## src/sv/sshc_pkg.sv

```systemverilog
package sshc_pkg;

	localparam int unsigned FREQ_W      = 16;
	localparam int unsigned POS_W       = 32;
	localparam int unsigned BACKOFF_W   = 24;
	localparam int unsigned PHASE_W     = 2;
	localparam int unsigned CFG_IDX_W   = 2;
	localparam int unsigned CFG_DATA_W  = 24;
	localparam int unsigned QUEUE_DEPTH = 2;
	localparam int unsigned QPTR_W      = $clog2(QUEUE_DEPTH);
	localparam int unsigned QCNT_W      = $clog2(QUEUE_DEPTH + 1);

	localparam logic [CFG_IDX_W-1:0] REG_FWD_DIR       = 2'd0;
	localparam logic [CFG_IDX_W-1:0] REG_HOME_DIR      = 2'd1;
	localparam logic [CFG_IDX_W-1:0] REG_HOME_FREQ     = 2'd2;
	localparam logic [CFG_IDX_W-1:0] REG_BACKOFF_TICKS = 2'd3;

	localparam logic                 FWD_DIR_RST       = 1'b1;
	localparam logic                 HOME_DIR_RST      = 1'b0;
	localparam logic [FREQ_W-1:0]    HOME_FREQ_RST     = 16'd1000;
	localparam logic [BACKOFF_W-1:0] BACKOFF_TICKS_RST = 24'd100000;

	typedef struct packed {
		logic              cmd_valid;
		logic [FREQ_W-1:0] cmd_target_freq;
		logic              cmd_target_dir;
		logic              start_homing;
		logic              limit_level;
		logic              limit_fall;
	} item_t;

	typedef struct packed {
		logic full;
		logic empty;
	} queue_status_t;

endpackage

```

## src/sv/sshc_tick_if.sv

```systemverilog
interface sshc_tick_if;
	logic                      valid;
	logic                      ready;
	logic                      cmd_valid;
	logic [sshc_pkg::FREQ_W-1:0] cmd_target_freq;
	logic                      cmd_target_dir;
	logic                      start_homing;
	logic                      limit_level;

	modport source (
		output valid, cmd_valid, cmd_target_freq, cmd_target_dir, start_homing, limit_level,
		input  ready
	);
	modport sink (
		input  valid, cmd_valid, cmd_target_freq, cmd_target_dir, start_homing, limit_level,
		output ready
	);
endinterface

```

## src/sv/sshc_result_if.sv

```systemverilog
interface sshc_result_if;
	logic                         valid;
	logic                         ready;
	logic                         step_level;
	logic                         dir_level;
	logic signed [sshc_pkg::POS_W-1:0] position;
	logic [sshc_pkg::FREQ_W-1:0]  run_freq;
	logic [sshc_pkg::PHASE_W-1:0] homing_phase;

	modport source (
		output valid, step_level, dir_level, position, run_freq, homing_phase,
		input  ready
	);
	modport sink (
		input  valid, step_level, dir_level, position, run_freq, homing_phase,
		output ready
	);
endinterface

```

## src/sv/sshc_cfg_if.sv

```systemverilog
interface sshc_cfg_if;
	logic                            valid;
	logic                            ready;
	logic [sshc_pkg::CFG_IDX_W-1:0]  reg_index;
	logic [sshc_pkg::CFG_DATA_W-1:0] data;

	modport source (
		output valid, reg_index, data,
		input  ready
	);
	modport sink (
		input  valid, reg_index, data,
		output ready
	);
endinterface

```

## src/sv/sshc_front.sv

```systemverilog
module sshc_front (
	input  logic                    clk,
	input  logic                    arst_n,
	sshc_tick_if.sink               tick,
	output logic                    push,
	output sshc_pkg::item_t         push_item,
	input  sshc_pkg::queue_status_t qstat
);

	logic            valid_s1;
	sshc_pkg::item_t item_s1;
	logic            limit_prev_q;
	logic            accept;

	assign tick.ready = !valid_s1 || !qstat.full;
	assign accept     = tick.valid && tick.ready;
	assign push       = valid_s1 && !qstat.full;
	assign push_item  = item_s1;

	always_ff @(posedge clk or negedge arst_n) begin
		if (!arst_n) begin
			valid_s1     <= 1'b0;
			limit_prev_q <= 1'b1;
		end else if (accept) begin
			valid_s1     <= 1'b1;
			limit_prev_q <= tick.limit_level;
		end else if (push) begin
			valid_s1 <= 1'b0;
		end
	end

	// classify: flag a falling limit edge against the previous beat
	always_ff @(posedge clk) begin
		if (accept) begin
			item_s1.cmd_valid       <= tick.cmd_valid;
			item_s1.cmd_target_freq <= tick.cmd_target_freq;
			item_s1.cmd_target_dir  <= tick.cmd_target_dir;
			item_s1.start_homing    <= tick.start_homing;
			item_s1.limit_level     <= tick.limit_level;
			item_s1.limit_fall      <= limit_prev_q && !tick.limit_level;
		end
	end

endmodule

```

## src/sv/sshc_queue.sv

```systemverilog
module sshc_queue (
	input  logic                    clk,
	input  logic                    arst_n,
	input  logic                    push,
	input  sshc_pkg::item_t         push_item,
	input  logic                    pop,
	output sshc_pkg::item_t         head,
	output sshc_pkg::queue_status_t qstat
);

	sshc_pkg::item_t                    mem [sshc_pkg::QUEUE_DEPTH];
	logic [sshc_pkg::QPTR_W-1:0]        wr_ptr_q;
	logic [sshc_pkg::QPTR_W-1:0]        rd_ptr_q;
	logic [sshc_pkg::QCNT_W-1:0]        count_q;

	assign qstat.full  = count_q == sshc_pkg::QCNT_W'(sshc_pkg::QUEUE_DEPTH);
	assign qstat.empty = count_q == '0;
	assign head        = mem[rd_ptr_q];

	always_ff @(posedge clk or negedge arst_n) begin
		if (!arst_n) begin
			wr_ptr_q <= '0;
			rd_ptr_q <= '0;
			count_q  <= '0;
		end else begin
			if (push)
				wr_ptr_q <= wr_ptr_q + 1'b1;
			if (pop)
				rd_ptr_q <= rd_ptr_q + 1'b1;
			if (push && !pop)
				count_q <= count_q + 1'b1;
			else if (pop && !push)
				count_q <= count_q - 1'b1;
		end
	end

	always_ff @(posedge clk) begin
		if (push)
			mem[wr_ptr_q] <= push_item;
	end

endmodule

```

## src/sv/sshc_back.sv

```systemverilog
module sshc_back #(
	parameter int unsigned TICK_HZ = 1000000
) (
	input  logic                    clk,
	input  logic                    arst_n,
	input  sshc_pkg::item_t         head,
	input  sshc_pkg::queue_status_t qstat,
	output logic                    pop,
	sshc_cfg_if.sink                cfg,
	sshc_result_if.source           result
);

	localparam int unsigned ACC_W = $clog2(TICK_HZ + (2 << sshc_pkg::FREQ_W));
	localparam logic [ACC_W-1:0] TICK = ACC_W'(TICK_HZ);

	typedef enum logic [sshc_pkg::PHASE_W-1:0] {
		HOME_IDLE,
		HOME_SEEK,
		HOME_LEAVE,
		HOME_RETREAT
	} home_state_t;

	logic                                fwd_dir_q;
	logic                                home_dir_q;
	logic [sshc_pkg::FREQ_W-1:0]         home_freq_q;
	logic [sshc_pkg::BACKOFF_W-1:0]      backoff_ticks_q;

	home_state_t                         hs_q, hs_d;
	logic [sshc_pkg::FREQ_W-1:0]         target_freq_q, target_freq_d;
	logic                                target_dir_q, target_dir_d;
	logic [sshc_pkg::FREQ_W-1:0]         run_freq_q, run_freq_d;
	logic                                dir_q, dir_d;
	logic                                step_q, step_d;
	logic [ACC_W-1:0]                    acc_q, acc_d;
	logic [sshc_pkg::POS_W-1:0]          pos_q, pos_d;
	logic [sshc_pkg::BACKOFF_W-1:0]      backoff_q, backoff_d;
	logic                                out_valid_q;

	logic [ACC_W-1:0]                    acc_sum;
	logic [ACC_W-1:0]                    acc_sub;

	assign cfg.ready = 1'b1;
	assign pop       = !qstat.empty && (!out_valid_q || result.ready);

	always_ff @(posedge clk or negedge arst_n) begin
		if (!arst_n) begin
			fwd_dir_q       <= sshc_pkg::FWD_DIR_RST;
			home_dir_q      <= sshc_pkg::HOME_DIR_RST;
			home_freq_q     <= sshc_pkg::HOME_FREQ_RST;
			backoff_ticks_q <= sshc_pkg::BACKOFF_TICKS_RST;
		end else if (cfg.valid) begin
			unique case (cfg.reg_index)
				sshc_pkg::REG_FWD_DIR:       fwd_dir_q       <= cfg.data[0];
				sshc_pkg::REG_HOME_DIR:      home_dir_q      <= cfg.data[0];
				sshc_pkg::REG_HOME_FREQ:     home_freq_q     <= cfg.data[sshc_pkg::FREQ_W-1:0];
				sshc_pkg::REG_BACKOFF_TICKS: backoff_ticks_q <= cfg.data[sshc_pkg::BACKOFF_W-1:0];
				default: ;
			endcase
		end
	end

	always_comb begin
		acc_sum       = acc_q + (ACC_W'(run_freq_q) << 1);
		acc_sub       = acc_sum - TICK;
		acc_d         = acc_q;
		step_d        = step_q;
		pos_d         = pos_q;
		hs_d          = hs_q;
		target_freq_d = target_freq_q;
		target_dir_d  = target_dir_q;
		run_freq_d    = run_freq_q;
		dir_d         = dir_q;
		backoff_d     = backoff_q;

		// step generator runs on the state held before this beat
		if (run_freq_q != '0) begin
			if (acc_sum >= TICK) begin
				acc_d  = (acc_sub >= TICK) ? TICK - 1'b1 : acc_sub;
				step_d = !step_q;
				if (!step_q)
					pos_d = (dir_q == fwd_dir_q) ? pos_q + 1'b1 : pos_q - 1'b1;
			end else begin
				acc_d = acc_sum;
			end
		end

		if (head.cmd_valid) begin
			target_freq_d = head.cmd_target_freq;
			target_dir_d  = head.cmd_target_dir;
		end

		if (hs_q == HOME_IDLE && head.limit_fall) begin
			run_freq_d    = '0;
			target_freq_d = '0;
		end

		unique case (hs_q)
			HOME_IDLE: begin
				if (head.start_homing) begin
					hs_d       = HOME_SEEK;
					dir_d      = home_dir_q;
					run_freq_d = home_freq_q;
				end else begin
					dir_d      = target_dir_d;
					run_freq_d = target_freq_d;
				end
			end
			HOME_SEEK: begin
				if (!head.limit_level) begin
					dir_d = !dir_q;
					hs_d  = HOME_LEAVE;
				end
			end
			HOME_LEAVE: begin
				if (head.limit_level) begin
					hs_d      = HOME_RETREAT;
					backoff_d = '0;
				end
			end
			HOME_RETREAT: begin
				if (backoff_q >= backoff_ticks_q) begin
					run_freq_d    = '0;
					target_freq_d = '0;
					pos_d         = '0;
					hs_d          = HOME_IDLE;
				end else begin
					backoff_d = backoff_q + 1'b1;
				end
			end
			default: ;
		endcase
	end

	always_ff @(posedge clk or negedge arst_n) begin
		if (!arst_n) begin
			hs_q          <= HOME_IDLE;
			target_freq_q <= '0;
			target_dir_q  <= 1'b0;
			run_freq_q    <= '0;
			dir_q         <= 1'b0;
			step_q        <= 1'b0;
			acc_q         <= '0;
			pos_q         <= '0;
			backoff_q     <= '0;
			out_valid_q   <= 1'b0;
		end else begin
			if (pop) begin
				hs_q          <= hs_d;
				target_freq_q <= target_freq_d;
				target_dir_q  <= target_dir_d;
				run_freq_q    <= run_freq_d;
				dir_q         <= dir_d;
				step_q        <= step_d;
				acc_q         <= acc_d;
				pos_q         <= pos_d;
				backoff_q     <= backoff_d;
				out_valid_q   <= 1'b1;
			end else if (result.ready) begin
				out_valid_q <= 1'b0;
			end
		end
	end

	assign result.valid        = out_valid_q;
	assign result.step_level   = step_q;
	assign result.dir_level    = dir_q;
	assign result.position     = pos_q;
	assign result.run_freq     = run_freq_q;
	assign result.homing_phase = hs_q;

	a_acc_below_tick: assert property (@(posedge clk) disable iff (!arst_n)
		acc_q < TICK)
		else $error("phase accumulator reached tick rate");

	a_state_holds_without_pop: assert property (@(posedge clk) disable iff (!arst_n)
		!pop |=> ($stable(hs_q) && $stable(pos_q) && $stable(step_q)))
		else $error("axis state moved without a beat");

	a_homing_end_zeroes: assert property (@(posedge clk) disable iff (!arst_n)
		(pop && hs_q == HOME_RETREAT && hs_d == HOME_IDLE)
		|=> (pos_q == '0 && run_freq_q == '0 && target_freq_q == '0))
		else $error("homing end did not zero position and stop");

	a_stopped_no_step: assert property (@(posedge clk) disable iff (!arst_n)
		(pop && run_freq_q == '0 && hs_q != HOME_RETREAT)
		|=> ($stable(step_q) && $stable(pos_q) && $stable(acc_q)))
		else $error("step edge while stopped");

endmodule

```

## src/sv/stepper_step_dir_homing_controller.sv

```systemverilog
// A tick beat passes the front register, a queue entry and the back state register, in
// that order, before its result shows. Throughput: one tick per cycle while result.ready
// holds; the front register, two-entry queue and back state register each pass one beat
// per cycle, so the back's state update (phase accumulator add and compare) sets the rate.
// Reset (arst_n low, asynchronous): axis state, homing phase and queue clear,
// configuration returns to its defaults; the block takes ticks from the first cycle.
module stepper_step_dir_homing_controller #(
	parameter int unsigned TICK_HZ = 1000000
) (
	input  logic          clk,
	input  logic          arst_n,
	sshc_tick_if.sink     tick,
	sshc_cfg_if.sink      cfg,
	sshc_result_if.source result
);

	logic                    push;
	logic                    pop;
	sshc_pkg::item_t         push_item;
	sshc_pkg::item_t         head;
	sshc_pkg::queue_status_t qstat;

	sshc_front u_front (
		.clk       (clk),
		.arst_n    (arst_n),
		.tick      (tick),
		.push      (push),
		.push_item (push_item),
		.qstat     (qstat)
	);

	sshc_queue u_queue (
		.clk       (clk),
		.arst_n    (arst_n),
		.push      (push),
		.push_item (push_item),
		.pop       (pop),
		.head      (head),
		.qstat     (qstat)
	);

	sshc_back #(
		.TICK_HZ (TICK_HZ)
	) u_back (
		.clk    (clk),
		.arst_n (arst_n),
		.head   (head),
		.qstat  (qstat),
		.pop    (pop),
		.cfg    (cfg),
		.result (result)
	);

endmodule
```

## src/flat_wrapper.sv

```systemverilog
// flat-port wrapper written by rule: the top's interface ports become plain ports
module stepper_step_dir_homing_controller_flat 
#(
	parameter int unsigned TICK_HZ = 1000000
)
  (clk, arst_n, tick_valid, tick_cmd_valid, tick_cmd_target_freq, tick_cmd_target_dir, tick_start_homing, tick_limit_level, tick_ready, cfg_valid, cfg_reg_index, cfg_data, cfg_ready, result_valid, result_step_level, result_dir_level, result_position, result_run_freq, result_homing_phase, result_ready);
  sshc_tick_if tick_i ();
  sshc_cfg_if cfg_i ();
  sshc_result_if result_i ();
  input  logic clk;
  input  logic arst_n;
  input wire logic [$bits(tick_i.valid)-1:0] tick_valid;
  input wire logic [$bits(tick_i.cmd_valid)-1:0] tick_cmd_valid;
  input wire logic [$bits(tick_i.cmd_target_freq)-1:0] tick_cmd_target_freq;
  input wire logic [$bits(tick_i.cmd_target_dir)-1:0] tick_cmd_target_dir;
  input wire logic [$bits(tick_i.start_homing)-1:0] tick_start_homing;
  input wire logic [$bits(tick_i.limit_level)-1:0] tick_limit_level;
  output wire logic [$bits(tick_i.ready)-1:0] tick_ready;
  input wire logic [$bits(cfg_i.valid)-1:0] cfg_valid;
  input wire logic [$bits(cfg_i.reg_index)-1:0] cfg_reg_index;
  input wire logic [$bits(cfg_i.data)-1:0] cfg_data;
  output wire logic [$bits(cfg_i.ready)-1:0] cfg_ready;
  output wire logic [$bits(result_i.valid)-1:0] result_valid;
  output wire logic [$bits(result_i.step_level)-1:0] result_step_level;
  output wire logic [$bits(result_i.dir_level)-1:0] result_dir_level;
  output wire logic [$bits(result_i.position)-1:0] result_position;
  output wire logic [$bits(result_i.run_freq)-1:0] result_run_freq;
  output wire logic [$bits(result_i.homing_phase)-1:0] result_homing_phase;
  input wire logic [$bits(result_i.ready)-1:0] result_ready;
  assign tick_i.valid = tick_valid;
  assign tick_i.cmd_valid = tick_cmd_valid;
  assign tick_i.cmd_target_freq = tick_cmd_target_freq;
  assign tick_i.cmd_target_dir = tick_cmd_target_dir;
  assign tick_i.start_homing = tick_start_homing;
  assign tick_i.limit_level = tick_limit_level;
  assign tick_ready = tick_i.ready;
  assign cfg_i.valid = cfg_valid;
  assign cfg_i.reg_index = cfg_reg_index;
  assign cfg_i.data = cfg_data;
  assign cfg_ready = cfg_i.ready;
  assign result_valid = result_i.valid;
  assign result_step_level = result_i.step_level;
  assign result_dir_level = result_i.dir_level;
  assign result_position = result_i.position;
  assign result_run_freq = result_i.run_freq;
  assign result_homing_phase = result_i.homing_phase;
  assign result_i.ready = result_ready;
  stepper_step_dir_homing_controller #(.TICK_HZ(TICK_HZ)) u_core (.clk(clk), .arst_n(arst_n), .tick(tick_i), .cfg(cfg_i), .result(result_i));
endmodule
```

## config.mk

```make
export PLATFORM = sky130hd
export DESIGN_NAME = stepper_step_dir_homing_controller_flat
export DESIGN_NICKNAME = d
export VERILOG_FILES = /design/src/sv/sshc_pkg.sv /design/src/sv/sshc_tick_if.sv /design/src/sv/sshc_result_if.sv /design/src/sv/sshc_cfg_if.sv /design/src/sv/sshc_front.sv /design/src/sv/sshc_queue.sv /design/src/sv/sshc_back.sv /design/src/sv/stepper_step_dir_homing_controller.sv /design/src/flat_wrapper.sv
export SDC_FILE = /design/constraint.sdc
export NUM_CORES = 1
export LEC_CHECK = 0
export ABC_CLOCK_PERIOD_IN_PS = 5400
export BUFFER_PORTS_ARGS = -buffer_cell sky130_fd_sc_hd__buf_2
export CORE_MARGIN = 2
export CORE_UTILIZATION = 59
export CTS_BUF_LIST = sky130_fd_sc_hd__clkbuf_8 sky130_fd_sc_hd__clkbuf_16
export DETAILED_ROUTE_END_ITERATION = 7
export PLACE_DENSITY = 0.78
export RECOVER_POWER = 50
export SYNTH_ARGS = -nofsm -noshare
export SYNTH_HDL_FRONTEND = slang
export SYNTH_SLANG_ARGS = --single-unit
```

## constraint.sdc

```tcl
create_clock -name clk -period 5.4 [get_ports clk]
set_clock_uncertainty 0.1 [all_clocks]
set_input_delay 0.27 -clock clk [delete_from_list [all_inputs] [get_ports clk]]
set_output_delay 0.27 -clock clk [all_outputs]
set_load 0.01 [all_outputs]
```

==> impl_metrics.toml <==
[yosys]
syn_nets = 1421
syn_area_per_cell_um2 = 10.2
syn_inst = 1289
synth_edf_count = 63
synth_top_cell_by_area = "dfrtp_1"
netlist_top_cells_area = "dfrtp_1 28%, edfxtp_1 14%, ha_1 7.5%, mux2_2 4.1%, xnor2_1 3.3%"
synth_seq_cells = 226
synth_common_cells = "149 x dfrtp_1, 115 x nand2_1, 94 x nor2_1, 79 x ha_1, 63 x edfxtp_1"
synthFlopType = "dfrtp_1"
yosysMostFrequentCell = "dfrtp_1"
synth_area_mm2 = 0.0132
synthDistinctLibCells = 80
yosysWarningCount = 0
yosysTopAreaCellShare = 0.282
synth-async-reset-ratio = 0.721
synth_seq_area_share = 0.453

[floorplan]
start_util = 0.603
io_pins = 106
die_h_um = 154
core_mm2 = 0.0219
dieArea_mm2 = 0.0236
rows = 54
die_w_um = 154

[clock_network]
clk_latency_ps = 540
path_clk_slew_ps = 70
postCtsSetupBuffers = 0
cts-htree-levels = 1
numCtsBuffers = 24
clock_path_buffers = 3
clock-root-buffer = "clkbuf_16"
cts_tree = "yes"
hold_buffers = 47
clock-sinks = 226
post_cts_resized = 0

[run_status]
outcome = "finished with violations"
violations = "max-capacitance violations, max-slew violations"

[routing]
drtIter0Drc = 765
first_pass_iters = 5
wl_um = 32000
viasPerCell = 6.13
ant_nets = 0
wire_per_inst_um = 18.6
via_count = 10500
drc = 0

[sta]
finalHoldWorstSlack_ps = 76.1
period_needed_ps = 4700
grt_setup_unrepaired = "false"
final_max_slew_viol_count = 99
worstMarginPinSlew_ps = 3160
hold_viol = 0
fmax_mhz = 213
setup_violations = 0
fin_setup_tns_ps = 0
min_period_over_period = 0.871
relSlewSlack = -1.11

[layout]
fin_nets = 1554
syn_to_final_growth_pct = 14.8
antennaDiodeCount = 0
drive_above_1_share = 0.126

[min_path]
hp-class = "primary input to register"

[setup_path]
crit_buf_inv = 1
end_kind = "register"
path_cells = "ha_1 > o21ai_1 > o21a_1 > nor3b_1 > o21ai_0 > a221oi_2 > and3_4 > nand3_2 > a41oi_4 > or3_1 > nor2_2 > buf_4 > a32o_1"
critPathMaxFanout = 29
slowest_delay_ps = 620
worst_setup_path_start_kind = "register"
required_ps = 5710
cp_top_family = "compound AO/OA/AOI/OAI gates"
worst_path_max_delay_cell = "nor3b_1"
crit_type = "register to register"
worstPathArrival_ps = 5010

[power_and_ir_drop]
ir_drop_mv = 0.510
power_density_mw_per_mm2 = 661
leakage_uw = 0.00680
power_uw = 10000

[global_routing]
grt_pass1_vias = 10500
grt_max_degree = 58
grt_pass1_wl_um = 53200
grt_antenna_before_repair = 0
grt-ovfl-total = 0
track_usage = 0.273

[place]
place.gp.congestion = 0.892
io_buffers = 104
hpwl_um = 21700

[job]
cap_violations = 2
## stage by stage
stage                     setup WS [ps]  utilization  instance area, um^2  cells
after floorplan                     804            -                13200   1289
after CTS                           773        0.697                15300   1720
final                               699        0.693                15200   1720
after global placement              881        0.637                14000   1629
after global routing                417        0.693                15200   1720
after detailed placement            823        0.637                14000   1629
## path summary, 6_finish.rpt
path | from | endpoint | slack (ps) | cells after the start
max | u_core.u_back.result.run_freq[3] | u_core.u_back.result.position[28] | 700 | 13
min | cfg_reg_index[1] | u_core.u_back.home_dir_q | 80 | 3
max reg2reg | u_core.u_back.result.run_freq[3] | u_core.u_back.result.position[28] | 700 | 13
min reg2reg | u_core.u_front.push_item[2] | u_core.u_queue.mem[1][2] | 340 | 0
max in group asynchronous | arst_n | u_core.u_back.backoff_ticks_q[11] | 1330 | 3
min in group asynchronous | arst_n | u_core.u_back.result.position[19] | 1240 | 2
## kinds of logic (layout without fill, tap and decap cells)
logic type	count (synthesis)	count (layout)	synth area share
other	1	1	0.000284
buffers and inverters	116	267	0.0360
and+or+nand+nor	377	377	0.140
DFF	226	226	0.453
AOI/OAI and AO/OA	353	353	0.192
muxes	68	68	0.0561
xor gates and xnor gates	67	67	0.0450
adders and majority gates	81	81	0.0779
## layer usage
| metal | track usage | part of all wire | wire length, um |
|---|---|---|---|
| met1 | 0.371 | 0.42 | 13600 |
| met2 | 0.457 | 0.48 | 15400 |
| met3 | 0.0347 | 0.057 | 1830 |
| met4 | 0.0939 | 0.037 | 1180 |
| met5 | 0 | 0 | 0 |
## state kept, by name, indices dropped and copies added, names as in the netlist, 2 cells and up
signal                             count
u_core.u_back.backoff_q               24
u_core.u_queue.mem                    42
u_core.u_back.result.position         32
u_core.u_back.home_freq_q             16
u_core.u_back.target_freq_q           16
u_core.u_back.backoff_ticks_q         24
u_core.u_front.push_item              21
u_core.u_back.result.run_freq         16
u_core.u_back.result.homing_phase      2
u_core.u_back.acc_q                   21
u_core.u_queue.count_q                 2
## where the power goes
part	internal [uW]	leakage, uW	switching [uW]
sequential	2320	0.00262	396
combinational	2220	0.00375	3370
clock	1030	0.000435	686
total	5570	0.00680	4450
## placed cells by master (no fill, tap or decap), types with 23 or more instances in the layout
cell	n
o211ai_1	23
clkbuf_16	24
a21oi_1	58
dfrtp_1	149
a21o_1	43
nand2_1	115
dlygate4sd3_1	47
o21ai_0	53
xnor2_1	50
mux2_2	47
edfxtp_1	63
ha_1	79
buf_2	47
nand3_1	31
nor2_1	94
a22o_1	43
o31ai_1	23
inv_1	63
clkbuf_1	61
## final cells by class
cell class              count  area (um^2)
flip-flops and latches    226         5990
clock buffers              29          669
fillers                  1654         6730
well taps                 280          350
clock inverters            15          169
inverters                  57          219
repair buffers            166         1010
multi-input cells         947         6760
## worst reg2reg max path, cell delays in order, from the launching register on
cell and delay (ps):
dfrtp_1 450, ha_1 400, o21ai_1 130, o21a_1 230, nor3b_1 630, o21ai_0 280, a221oi_2 570, and3_4 300
nand3_2 110, a41oi_4 480, or3_1 320, nor2_2 50, buf_4 280, a32o_1 260
Power figures use the tool's default switching activity.
